==> src/rtl/hslr_pkg.sv <==
package hslr_pkg;

    // Default fraction width of the internal lightness and saturation values.
    localparam int FRAC_BITS_DEF = 12;

    // Fraction width of the values held in the configuration registers.
    localparam int CFG_FRAC = 12;

    // Register indexes of the configuration port.
    localparam int CFG_ADDR_W = 2;
    localparam int CFG_DATA_W = 14;
    localparam logic [CFG_ADDR_W-1:0] REG_TARGET_HUE        = 2'd0;
    localparam logic [CFG_ADDR_W-1:0] REG_TARGET_SATURATION = 2'd1;
    localparam logic [CFG_ADDR_W-1:0] REG_LIGHTNESS_OFFSET  = 2'd2;

    localparam int HUE_W = 9;
    localparam int SAT_W = 13;
    localparam int OFF_W = 14;

    // Hue angles in degrees.
    localparam logic [HUE_W-1:0] DEG_60  = 9'd60;
    localparam logic [HUE_W-1:0] DEG_120 = 9'd120;
    localparam logic [HUE_W-1:0] DEG_180 = 9'd180;
    localparam logic [HUE_W-1:0] DEG_240 = 9'd240;
    localparam logic [HUE_W:0]   DEG_360 = 10'd360;

    // Width of a hue weight, which runs from 0 to 60.
    localparam int WT_W = 6;
    localparam logic [WT_W-1:0] WT_FULL = 6'd60;

    // (max + min) * 2^F / 510 is taken as (sum * RECIP_255) >> (33 - F),
    // which is exact for every sum up to 510 and F up to 16.
    localparam int SUM_W = 9;
    localparam int RECIP_W = 25;
    localparam logic [RECIP_W-1:0] RECIP_255 = 25'd16843010;
    localparam int RECIP_SHIFT = 33;
    localparam int PROD_W = SUM_W + RECIP_W;

    localparam int NUM_STAGES = 7;
    localparam int LIGHT_STAGES = 3;
    localparam int COLOR_STAGES = NUM_STAGES - LIGHT_STAGES;

    typedef struct packed {
        logic       recolor;
        logic [7:0] alpha;
        logic [7:0] blue;
        logic [7:0] green;
        logic [7:0] red;
    } pix_t;

    // Per-channel weight of (v2 - v1), in sixtieths.
    typedef struct packed {
        logic [WT_W-1:0] blue;
        logic [WT_W-1:0] green;
        logic [WT_W-1:0] red;
    } hue_wt_t;

    function automatic logic [WT_W-1:0] hue_weight(input logic [HUE_W-1:0] d);
        logic [HUE_W-1:0] down;
        begin
            down = DEG_240 - d;
            if (d < DEG_60)
                hue_weight = d[WT_W-1:0];
            else if (d < DEG_180)
                hue_weight = WT_FULL;
            else if (d < DEG_240)
                hue_weight = down[WT_W-1:0];
            else
                hue_weight = '0;
        end
    endfunction

    // Adds an offset to an angle below 360 and wraps it back below 360.
    function automatic logic [HUE_W-1:0] hue_add(input logic [HUE_W-1:0] h,
                                                 input logic [HUE_W-1:0] a);
        logic [HUE_W:0] s;
        logic [HUE_W:0] w;
        begin
            s = {1'b0, h} + {1'b0, a};
            w = (s >= DEG_360) ? s - DEG_360 : s;
            hue_add = w[HUE_W-1:0];
        end
    endfunction

endpackage

==> src/rtl/hslr_cfg.sv <==
module hslr_cfg
    import hslr_pkg::*;
#(
    parameter int FRAC_BITS = FRAC_BITS_DEF
)
(
    input  logic                   clk,
    input  logic                   rst_n,
    input  logic                   cfg_valid,
    output logic                   cfg_ready,
    input  logic [CFG_ADDR_W-1:0]  cfg_addr,
    input  logic [CFG_DATA_W-1:0]  cfg_data,
    output hue_wt_t                hue_wt,
    output logic [FRAC_BITS:0]     sat,
    output logic signed [FRAC_BITS+1:0] offset
);

    localparam int LW = FRAC_BITS + 1;
    localparam int LSH = (FRAC_BITS >= CFG_FRAC) ? FRAC_BITS - CFG_FRAC : 0;
    localparam int RSH = (FRAC_BITS < CFG_FRAC) ? CFG_FRAC - FRAC_BITS : 0;
    localparam logic [LW-1:0] ONE = {1'b1, {FRAC_BITS{1'b0}}};

    logic [HUE_W-1:0] hue_reg, hue_next;
    logic [SAT_W-1:0] sat_reg, sat_next;
    logic [OFF_W-1:0] off_reg, off_next;

    logic [HUE_W:0]   hue_less;
    logic [HUE_W-1:0] hue_wrap;
    logic signed [FRAC_BITS+15:0] off_wide;
    logic signed [FRAC_BITS+15:0] off_shift;
    logic [FRAC_BITS+12:0] sat_wide;
    logic [FRAC_BITS+12:0] sat_shift;

    assign cfg_ready = 1'b1;

    always_comb
    begin
        hue_next = hue_reg;
        sat_next = sat_reg;
        off_next = off_reg;
        if (cfg_valid)
        begin
            unique case (cfg_addr)
                REG_TARGET_HUE:        hue_next = cfg_data[HUE_W-1:0];
                REG_TARGET_SATURATION: sat_next = cfg_data[SAT_W-1:0];
                REG_LIGHTNESS_OFFSET:  off_next = cfg_data[OFF_W-1:0];
                default:               ;
            endcase
        end
    end

    always_ff @(posedge clk or negedge rst_n)
    begin
        if (!rst_n)
        begin
            hue_reg <= '0;
            sat_reg <= '0;
            off_reg <= '0;
        end
        else
        begin
            hue_reg <= hue_next;
            sat_reg <= sat_next;
            off_reg <= off_next;
        end
    end

    // Hue values from 360 up to 511 wrap once.
    assign hue_less = {1'b0, hue_reg} - DEG_360;
    assign hue_wrap = ({1'b0, hue_reg} >= DEG_360) ? hue_less[HUE_W-1:0] : hue_reg;

    always_comb
    begin
        hue_wt.red   = hue_weight(hue_add(hue_wrap, DEG_120));
        hue_wt.green = hue_weight(hue_wrap);
        hue_wt.blue  = hue_weight(hue_add(hue_wrap, DEG_240));
    end

    // Rescale Q1.12 saturation and signed Q2.12 offset to FRAC_BITS.
    always_comb
    begin
        off_wide  = {{(FRAC_BITS+2){off_reg[OFF_W-1]}}, off_reg};
        off_shift = (off_wide <<< LSH) >>> RSH;
        offset    = off_shift[FRAC_BITS+1:0];

        sat_wide  = {{FRAC_BITS{1'b0}}, sat_reg};
        sat_shift = (sat_wide << LSH) >> RSH;
        if (sat_shift > {{(SAT_W-1){1'b0}}, ONE})
            sat = ONE;
        else
            sat = sat_shift[LW-1:0];
    end

endmodule

==> src/rtl/hslr_pipe_ctrl.sv <==
module hslr_pipe_ctrl
    import hslr_pkg::*;
(
    input  logic                  clk,
    input  logic                  rst_n,
    input  logic                  in_valid,
    output logic                  in_ready,
    output logic                  out_valid,
    input  logic                  out_ready,
    output logic [NUM_STAGES-1:0] adv
);

    logic [NUM_STAGES-1:0] valid_reg, valid_next;

    // A stage loads when it is empty or when the stage after it loads too,
    // so bubbles close up while the output is stalled.
    always_comb
    begin
        adv[NUM_STAGES-1] = !valid_reg[NUM_STAGES-1] || out_ready;
        for (int i = NUM_STAGES - 2; i >= 0; i--)
        begin
            adv[i] = !valid_reg[i] || adv[i+1];
        end
        valid_next = (adv & {valid_reg[NUM_STAGES-2:0], in_valid}) | (~adv & valid_reg);
    end

    always_ff @(posedge clk or negedge rst_n)
    begin
        if (!rst_n)
            valid_reg <= '0;
        else
            valid_reg <= valid_next;
    end

    assign in_ready  = adv[0];
    assign out_valid = valid_reg[NUM_STAGES-1];

    a_out_hold: assert property (@(posedge clk) disable iff (!rst_n)
        valid_reg[NUM_STAGES-1] && !out_ready |=> valid_reg[NUM_STAGES-1])
        else $error("finished item dropped while the output was stalled");

    a_full_blocks: assert property (@(posedge clk) disable iff (!rst_n)
        (&valid_reg) && !out_ready |-> !in_ready)
        else $error("input taken while every stage holds an item");

    a_first_moves: assert property (@(posedge clk) disable iff (!rst_n)
        valid_reg[0] && adv[1] |=> valid_reg[1])
        else $error("item lost between the first two stages");

endmodule

==> src/rtl/hslr_light.sv <==
module hslr_light
    import hslr_pkg::*;
#(
    parameter int FRAC_BITS = FRAC_BITS_DEF
)
(
    input  logic                         clk,
    input  logic [LIGHT_STAGES-1:0]      adv,
    input  pix_t                         pix_in,
    input  logic signed [FRAC_BITS+1:0]  offset,
    output pix_t                         pix_out,
    output logic [FRAC_BITS:0]           light
);

    localparam int LW = FRAC_BITS + 1;
    localparam logic [LW-1:0] ONE = {1'b1, {FRAC_BITS{1'b0}}};

    pix_t             pix1_reg, pix2_reg, pix3_reg;
    logic [SUM_W-1:0] sum1_reg, sum1_next;
    logic [LW-1:0]    lraw2_reg, lraw2_next;
    logic [LW-1:0]    l3_reg, l3_next;

    logic [7:0]          mx, mn;
    logic [PROD_W-1:0]   prod;
    logic signed [LW+1:0] lsum;

    // Stage one: brightest plus darkest channel.
    always_comb
    begin
        mx = (pix_in.red > pix_in.green) ? pix_in.red : pix_in.green;
        mx = (mx > pix_in.blue) ? mx : pix_in.blue;
        mn = (pix_in.red < pix_in.green) ? pix_in.red : pix_in.green;
        mn = (mn < pix_in.blue) ? mn : pix_in.blue;
        sum1_next = {1'b0, mx} + {1'b0, mn};
    end

    // Stage two: divide by 510 through the reciprocal.
    always_comb
    begin
        prod = {{RECIP_W{1'b0}}, sum1_reg} * {{SUM_W{1'b0}}, RECIP_255};
        lraw2_next = prod[RECIP_SHIFT-FRAC_BITS +: LW];
    end

    // Stage three: add the offset and clamp to zero..one.
    always_comb
    begin
        lsum = $signed({2'b00, lraw2_reg}) + $signed({offset[FRAC_BITS+1], offset});
        if (lsum[LW+1])
            l3_next = '0;
        else if (lsum[LW:0] > {1'b0, ONE})
            l3_next = ONE;
        else
            l3_next = lsum[LW-1:0];
    end

    always_ff @(posedge clk)
    begin
        if (adv[0])
        begin
            pix1_reg <= pix_in;
            sum1_reg <= sum1_next;
        end
        if (adv[1])
        begin
            pix2_reg  <= pix1_reg;
            lraw2_reg <= lraw2_next;
        end
        if (adv[2])
        begin
            pix3_reg <= pix2_reg;
            l3_reg   <= l3_next;
        end
    end

    assign pix_out = pix3_reg;
    assign light   = l3_reg;

endmodule

==> src/rtl/hslr_color.sv <==
module hslr_color
    import hslr_pkg::*;
#(
    parameter int FRAC_BITS = FRAC_BITS_DEF
)
(
    input  logic                    clk,
    input  logic [COLOR_STAGES-1:0] adv,
    input  pix_t                    pix_in,
    input  logic [FRAC_BITS:0]      light,
    input  logic [FRAC_BITS:0]      sat,
    input  hue_wt_t                 hue_wt,
    output logic [7:0]              red,
    output logic [7:0]              green,
    output logic [7:0]              blue,
    output logic [7:0]              alpha
);

    localparam int LW = FRAC_BITS + 1;
    localparam int XW = FRAC_BITS + 6;

    pix_t pix4_reg, pix5_reg, pix6_reg;

    logic [LW-1:0]   l4_reg;
    logic [LW-1:0]   ph4_reg, ph4_next;
    logic [LW-1:0]   v1_5_reg, v1_5_next;
    logic [LW-1:0]   dv5_reg, dv5_next;
    logic [7:0]      gray5_reg, gray5_next;
    logic [7:0]      gray6_reg;
    logic [XW-1:0]   x6_reg [3];
    logic [XW-1:0]   x6_next [3];
    logic [7:0]      rgb7_reg [3];
    logic [7:0]      rgb7_next [3];
    logic [7:0]      alpha7_reg;

    logic [2*LW-1:0] p;
    logic [LW:0]     v2t;
    logic [LW-1:0]   v2;
    logic [LW:0]     v1t;
    logic [LW+7:0]   g;
    logic [WT_W-1:0] wt [3];
    logic [XW:0]     base60;
    logic [XW:0]     mw [3];
    logic [XW:0]     xs [3];
    logic [XW+3:0]   y [3];
    logic [7:0]      c [3];

    // Stage four: lightness times saturation.
    always_comb
    begin
        p = {{LW{1'b0}}, light} * {{LW{1'b0}}, sat};
        ph4_next = p[FRAC_BITS +: LW];
    end

    // Stage five: the two HSL helper values and the gray level.
    always_comb
    begin
        if (l4_reg[FRAC_BITS:FRAC_BITS-1] == 2'b00)
            v2t = {1'b0, l4_reg} + {1'b0, ph4_reg};
        else
            v2t = {1'b0, l4_reg} + {1'b0, sat} - {1'b0, ph4_reg};
        v2 = v2t[LW-1:0];
        v1t = {l4_reg, 1'b0} - {1'b0, v2};
        v1_5_next = v1t[LW-1:0];
        dv5_next = v2 - v1t[LW-1:0];
        g = {l4_reg, 8'b0} - {8'b0, l4_reg};
        gray5_next = g[FRAC_BITS +: 8];
    end

    // Stage six: each channel in sixtieths, 60*v1 + (v2 - v1)*weight.
    always_comb
    begin
        wt[0] = hue_wt.red;
        wt[1] = hue_wt.green;
        wt[2] = hue_wt.blue;
        base60 = {v1_5_reg, 6'b0} - {4'b0, v1_5_reg, 2'b0};
        for (int i = 0; i < 3; i++)
        begin
            mw[i] = {6'b0, dv5_reg} * {{(LW){1'b0}}, wt[i]};
            xs[i] = base60 + mw[i];
            x6_next[i] = xs[i][XW-1:0];
        end
    end

    // Stage seven: 255 / (60 * ONE) equals 17 / (4 * ONE).
    always_comb
    begin
        for (int i = 0; i < 3; i++)
        begin
            y[i] = {x6_reg[i], 4'b0} + {4'b0, x6_reg[i]};
            c[i] = y[i][FRAC_BITS+2 +: 8];
            if (!pix6_reg.recolor)
                rgb7_next[i] = '0;
            else if (sat == '0)
                rgb7_next[i] = gray6_reg;
            else
                rgb7_next[i] = c[i];
        end
        if (!pix6_reg.recolor)
        begin
            rgb7_next[0] = pix6_reg.red;
            rgb7_next[1] = pix6_reg.green;
            rgb7_next[2] = pix6_reg.blue;
        end
    end

    always_ff @(posedge clk)
    begin
        if (adv[0])
        begin
            pix4_reg <= pix_in;
            l4_reg   <= light;
            ph4_reg  <= ph4_next;
        end
        if (adv[1])
        begin
            pix5_reg  <= pix4_reg;
            v1_5_reg  <= v1_5_next;
            dv5_reg   <= dv5_next;
            gray5_reg <= gray5_next;
        end
        if (adv[2])
        begin
            pix6_reg  <= pix5_reg;
            gray6_reg <= gray5_reg;
            for (int i = 0; i < 3; i++)
                x6_reg[i] <= x6_next[i];
        end
        if (adv[3])
        begin
            alpha7_reg <= pix6_reg.alpha;
            for (int i = 0; i < 3; i++)
                rgb7_reg[i] <= rgb7_next[i];
        end
    end

    assign red   = rgb7_reg[0];
    assign green = rgb7_reg[1];
    assign blue  = rgb7_reg[2];
    assign alpha = alpha7_reg;

endmodule

==> src/rtl/masked_hsl_pixel_recolor_core.sv <==
// Channel   Direction  Handshake                    Payload
// s_axis    in         s_axis_tvalid/s_axis_tready  tdata: red, green, blue, alpha, mask
// m_axis    out        m_axis_tvalid/m_axis_tready  tdata: red, green, blue, alpha
// cfg       in         cfg_valid/cfg_ready          cfg_addr (register), cfg_data
//
// One item per cycle is accepted and delivered while the output is not stalled; an item
// passes seven register stages, from the stage-one register to the output register.
// Reset clears the stage valid bits and the three configuration registers.
// A stalled output holds its item; ready ripples back stage by stage, so empty
// stages keep filling and input is refused only when every stage holds an item.
module masked_hsl_pixel_recolor_core
    import hslr_pkg::*;
#(
    parameter int FRAC_BITS = FRAC_BITS_DEF
)
(
    input  logic                  clk,
    input  logic                  rst_n,
    input  logic                  s_axis_tvalid,
    output logic                  s_axis_tready,
    input  logic [39:0]           s_axis_tdata,  // base_red, base_green, base_blue, base_alpha, mask_red
    output logic                  m_axis_tvalid,
    input  logic                  m_axis_tready,
    output logic [31:0]           m_axis_tdata,  // out_red, out_green, out_blue, out_alpha
    input  logic                  cfg_valid,
    output logic                  cfg_ready,
    input  logic [CFG_ADDR_W-1:0] cfg_addr,
    input  logic [CFG_DATA_W-1:0] cfg_data
);

    logic [NUM_STAGES-1:0]       adv;
    hue_wt_t                     hue_wt;
    logic [FRAC_BITS:0]          sat;
    logic signed [FRAC_BITS+1:0] offset;
    pix_t                        pix_in;
    pix_t                        pix_mid;
    logic [FRAC_BITS:0]          light;
    logic [7:0]                  red, green, blue, alpha;

    always_comb
    begin
        pix_in.red     = s_axis_tdata[7:0];
        pix_in.green   = s_axis_tdata[15:8];
        pix_in.blue    = s_axis_tdata[23:16];
        pix_in.alpha   = s_axis_tdata[31:24];
        pix_in.recolor = (s_axis_tdata[39:32] != 8'd0);
    end

    hslr_cfg #(
        .FRAC_BITS (FRAC_BITS)
    ) u_cfg (
        .clk       (clk),
        .rst_n     (rst_n),
        .cfg_valid (cfg_valid),
        .cfg_ready (cfg_ready),
        .cfg_addr  (cfg_addr),
        .cfg_data  (cfg_data),
        .hue_wt    (hue_wt),
        .sat       (sat),
        .offset    (offset)
    );

    hslr_pipe_ctrl u_ctrl (
        .clk       (clk),
        .rst_n     (rst_n),
        .in_valid  (s_axis_tvalid),
        .in_ready  (s_axis_tready),
        .out_valid (m_axis_tvalid),
        .out_ready (m_axis_tready),
        .adv       (adv)
    );

    hslr_light #(
        .FRAC_BITS (FRAC_BITS)
    ) u_light (
        .clk     (clk),
        .adv     (adv[LIGHT_STAGES-1:0]),
        .pix_in  (pix_in),
        .offset  (offset),
        .pix_out (pix_mid),
        .light   (light)
    );

    hslr_color #(
        .FRAC_BITS (FRAC_BITS)
    ) u_color (
        .clk    (clk),
        .adv    (adv[NUM_STAGES-1:LIGHT_STAGES]),
        .pix_in (pix_mid),
        .light  (light),
        .sat    (sat),
        .hue_wt (hue_wt),
        .red    (red),
        .green  (green),
        .blue   (blue),
        .alpha  (alpha)
    );

    assign m_axis_tdata = {alpha, blue, green, red};

endmodule

==> config.mk <==
export PLATFORM = sky130hd
export DESIGN_NAME = masked_hsl_pixel_recolor_core
export DESIGN_NICKNAME = d
export VERILOG_FILES = /design/src/rtl/hslr_pkg.sv /design/src/rtl/hslr_cfg.sv /design/src/rtl/hslr_pipe_ctrl.sv /design/src/rtl/hslr_light.sv /design/src/rtl/hslr_color.sv /design/src/rtl/masked_hsl_pixel_recolor_core.sv
export SDC_FILE = /design/constraint.sdc
export NUM_CORES = 2
export LEC_CHECK = 0
export ABC_AREA = 1
export BUFFER_PORTS_ARGS = -buffer_cell sky130_fd_sc_hd__buf_2
export CORE_MARGIN = 2
export CORE_UTILIZATION = 51
export CTS_CLUSTER_SIZE = 16
export DETAILED_ROUTE_END_ITERATION = 10
export PLACE_DENSITY = 0.67
export SKIP_LAST_GASP = 1
export SLEW_MARGIN = 0
export SYNTH_ARGS = -nofsm -noshare
export SYNTH_HDL_FRONTEND = slang
export SYNTH_HIERARCHICAL = 1
export SYNTH_SLANG_ARGS = --single-unit
==> constraint.sdc <==
create_clock -name clk -period 8.75 [get_ports clk]
set_input_delay 0.875 -clock clk [delete_from_list [all_inputs] [get_ports clk]]
set_output_delay 0.875 -clock clk [all_outputs]
set_load 0.05 [all_outputs]
==> results_tabular.tex <==
\begin{tabular}{lr}
\hline
Metric & Value \\
\hline
\multicolumn{2}{l}{\textbf{STA}} \\
Final setup violation count & 0 \\
Layout Skew & 21.5 ps \\
Worst hold slack & 389 ps \\
Final total negative setup slack & 0 ps \\
Slew at the pin closest to its max-slew limit & 1030 ps \\
RSZ-0062 raised after global routing & no \\
Final worst slack & 901 ps \\
Min Clock Period, post-route & 7850 ps \\
Share of the clock period used by the worst path after layout & 89.7\% \\
Fmax achieved & 127 MHz \\
Number of max-slew violations in the final report & 0 \\
Final Hold Violating Endpoints & 0 \\
Headroom to the max-slew limit & 30.6\% \\
\multicolumn{2}{l}{\textbf{Finish}} \\
Commonest non-fill, non-tap cell in the layout & nand2\_1 \\
Max FFs per register & 51 \\
Commonest cells after routing, fill and taps aside & nand2\_1, inv\_1, edfxtp\_1 \\
Fraction of layout cells with a size suffix above 1 & 8.57\% \\
Layout overhead on the synthesized area & 8.69\% \\
Layout net count & 4629 \\
\multicolumn{2}{l}{\textbf{Placed design}} \\
Post-detail-place hpwl & 62400 um \\
Final weighted congestion in routability-driven placement & 0.892 \\
IO buf count & 94 \\
Setup WS pre-CTS & 1010 ps \\
\multicolumn{2}{l}{\textbf{Floorplan}} \\
Core area & 0.0687 sq mm \\
Vertical die dimension & 268 um \\
Chip width & 268 um \\
Initial Util & 51.6\% \\
Row cnt & 96 \\
Total Die Area & 0.0716 sq mm \\
I/O pins & 96 \\
\multicolumn{2}{l}{\textbf{Logic synthesis}} \\
Post-synthesis sequential element count & 425 \\
Synthesized instance count & 3874 \\
Cell variety after synth & 61 \\
Area share of the largest cell type after synthesis & 32.4\% \\
Top cells by area, synth & edfxtp\_1, fa\_1, ha\_1, nand2\_1, inv\_1 \\
Mapped cell area & 0.0354 sq mm \\
Top FF cell, synth & edfxtp\_1 \\
Biggest area consumer among synthesized cells & edfxtp\_1 \\
Post-synth EDFFs & 382 \\
Total of warnings raised by yosys & 6 \\
Sequential share of the synthesized area & 35.4\% \\
Fraction of synthesis flops using an asynchronous set or reset pin & 10.1\% \\
Mapped Avg Cell Area & 9.15 sq um \\
\multicolumn{2}{l}{\textbf{CTS}} \\
Buffer count from post-CTS setup fixing & 0 \\
Htree depth & 2 \\
CTS Root Cell & clkbuf\_16 \\
Clock Sinks & 425 \\
Clock transition time at the flip-flop clock pins of the worst setup and hold paths & 60 ps \\
TritonCTS clock tree & built \\
Latest clock arrival within the worst-skew pair & 590 ps \\
Total CTS buffers & 44 \\
Quantity of hold-fixing buffers added after cts & 0 \\
Number of gates resized after CTS & 0 \\
Worst-case clock buffer depth & 3 \\
\multicolumn{2}{l}{\textbf{GRT}} \\
Met3 GRT Util & 2.86\% \\
Met2 Use GR & 39.0\% \\
First-pass GRT wire length & 131000 um \\
Number of global-route vias before repair & 25600 \\
Total global routing track utilization & 23.1\% \\
GRT overflow & 0 \\
Met1 layer usage reported by global route & 31.6\% \\
Initial antenna violation count & 5 \\
Pin count of the biggest net entering global routing & 69 \\
Global-route layer with the greatest usage & met2 \\
\multicolumn{2}{l}{\textbf{Setup path}} \\
Type of destination of the critical path & register \\
Max incr delay on CP & 610 ps \\
Arrival time at the worst endpoint & 8170 ps \\
Slowest cell on the critical path & fa\_1 \\
CP Launch Type & register \\
Largest fanout on the critical path & 12 \\
Crit Path Class & reg -> reg \\
Critical path data required time & 9080 ps \\
Most frequent CP cell & nand2\_1 \\
\multicolumn{2}{l}{\textbf{Routing}} \\
DRC marker count from the first detailed-route iteration & 1804 \\
Remaining DRCs & 0 \\
Total number of vias & 25200 \\
Wire length per cell after detailed routing & 16.2 um \\
First-pass DRT Iterations & 5 \\
Post-detailed-route via-to-cell ratio & 5.12 \\
DRT Wirelength & 80100 um \\
ANT nets after route & 0 \\
\multicolumn{2}{l}{\textbf{Run status}} \\
Run status & finished clean \\
\multicolumn{2}{l}{\textbf{Flow run}} \\
Max-cap violation count & 0 \\
\multicolumn{2}{l}{\textbf{Hold path}} \\
Class of the worst hold path & in -> async \\
\hline
\end{tabular}
logic make-up (layout without fill, tap and decap cells):
logic type                 Yosys count  in the layout  share of synthesized area [%]
other                                2             11                         0.0212
muxes                                1              1                         0.0318
AOI/OAI and AO/OA                  454            454                           7.28
xor gates and xnor gates           141            141                           3.67
DFF                                425            425                           35.4
and+or+nand+nor                   1354           1354                           16.3
buffers and inverters              895           1015                           9.64
adders and majority gates          602            602                           27.7
path summary, 6_finish.rpt:
kind                                       from                     to  slack (ps)  cells after the start
min reg2reg                u_color/pix4_reg[12]   u_color/pix5_reg[12]         410                      0
max reg2reg                    u_cfg/hue_reg[0]  u_color/x6_reg[0][14]         900                     42
max                            u_cfg/hue_reg[0]  u_color/x6_reg[0][14]         900                     42
max in group asynchronous                 rst_n       u_cfg/hue_reg[0]        7900                      2
min in group clk           u_color/pix4_reg[12]   u_color/pix5_reg[12]         410                      0
min                                       rst_n       u_cfg/offset[10]         390                      2
synth_stat cells, drive strengths merged, types with 8 or more instances:
cell type  instances
o21bai            13
o21ai            141
or2               12
nand2            976
fa               303
nor3              21
clkbuf            81
dfrtp             43
buf               12
a21oi            231
xnor2             41
nand3            140
a31oi              8
a21boi             8
xor2              97
nand4             28
a21o              16
ha               299
edfxtp           382
nor2             165
inv              800
critical path, delay by kind of cell, from the launching register on:
family / cells / cell delay, ps
xor gates and xnor gates: 2 / 410
buffers and inverters: 6 / 500
and+or+nand+nor: 22 / 2700
adders and majority gates: 7 / 2710
DFF: 1 / 460
AOI/OAI and AO/OA: 5 / 830
cell type report:
class	count	area (sq um)
Antenna cell	1	2.50
Clock buffer	48	1120
Clock inverter	34	403
Fill cell	6194	30200
Inverter	802	3020
Multi-Input combinational cell	2562	19500
Sequential cell	425	12500
Tap cell	931	1160
Timing Repair Buffer	131	748
metrics by stage:
stage               instance area (sq um)  instances  util (%)
finish                              38500       4934      56.1
global route                        38500       4933      56.0
CTS                                 38500       4933      56.0
detailed placement                  37000       4851      53.8
global placement                    37000       4851      53.8
floorplan                           35500       3882         -
layer usage:
| layer | routed length (um) | share of wire, % | vias up |
|---|---|---|---|
| met3 | 3910 | 4.9 | 119 |
| met5 | 29 | 0.036 | - |
| li1 | - | - | 12400 |
| met1 | 36100 | 45 | 12100 |
| met4 | 1810 | 2.3 | 4 |
| met2 | 38300 | 48 | 569 |
Power is left out: the tool's default activity adds up to more than one toggle a clock period on the data nets, which glitch-free logic cannot reach.
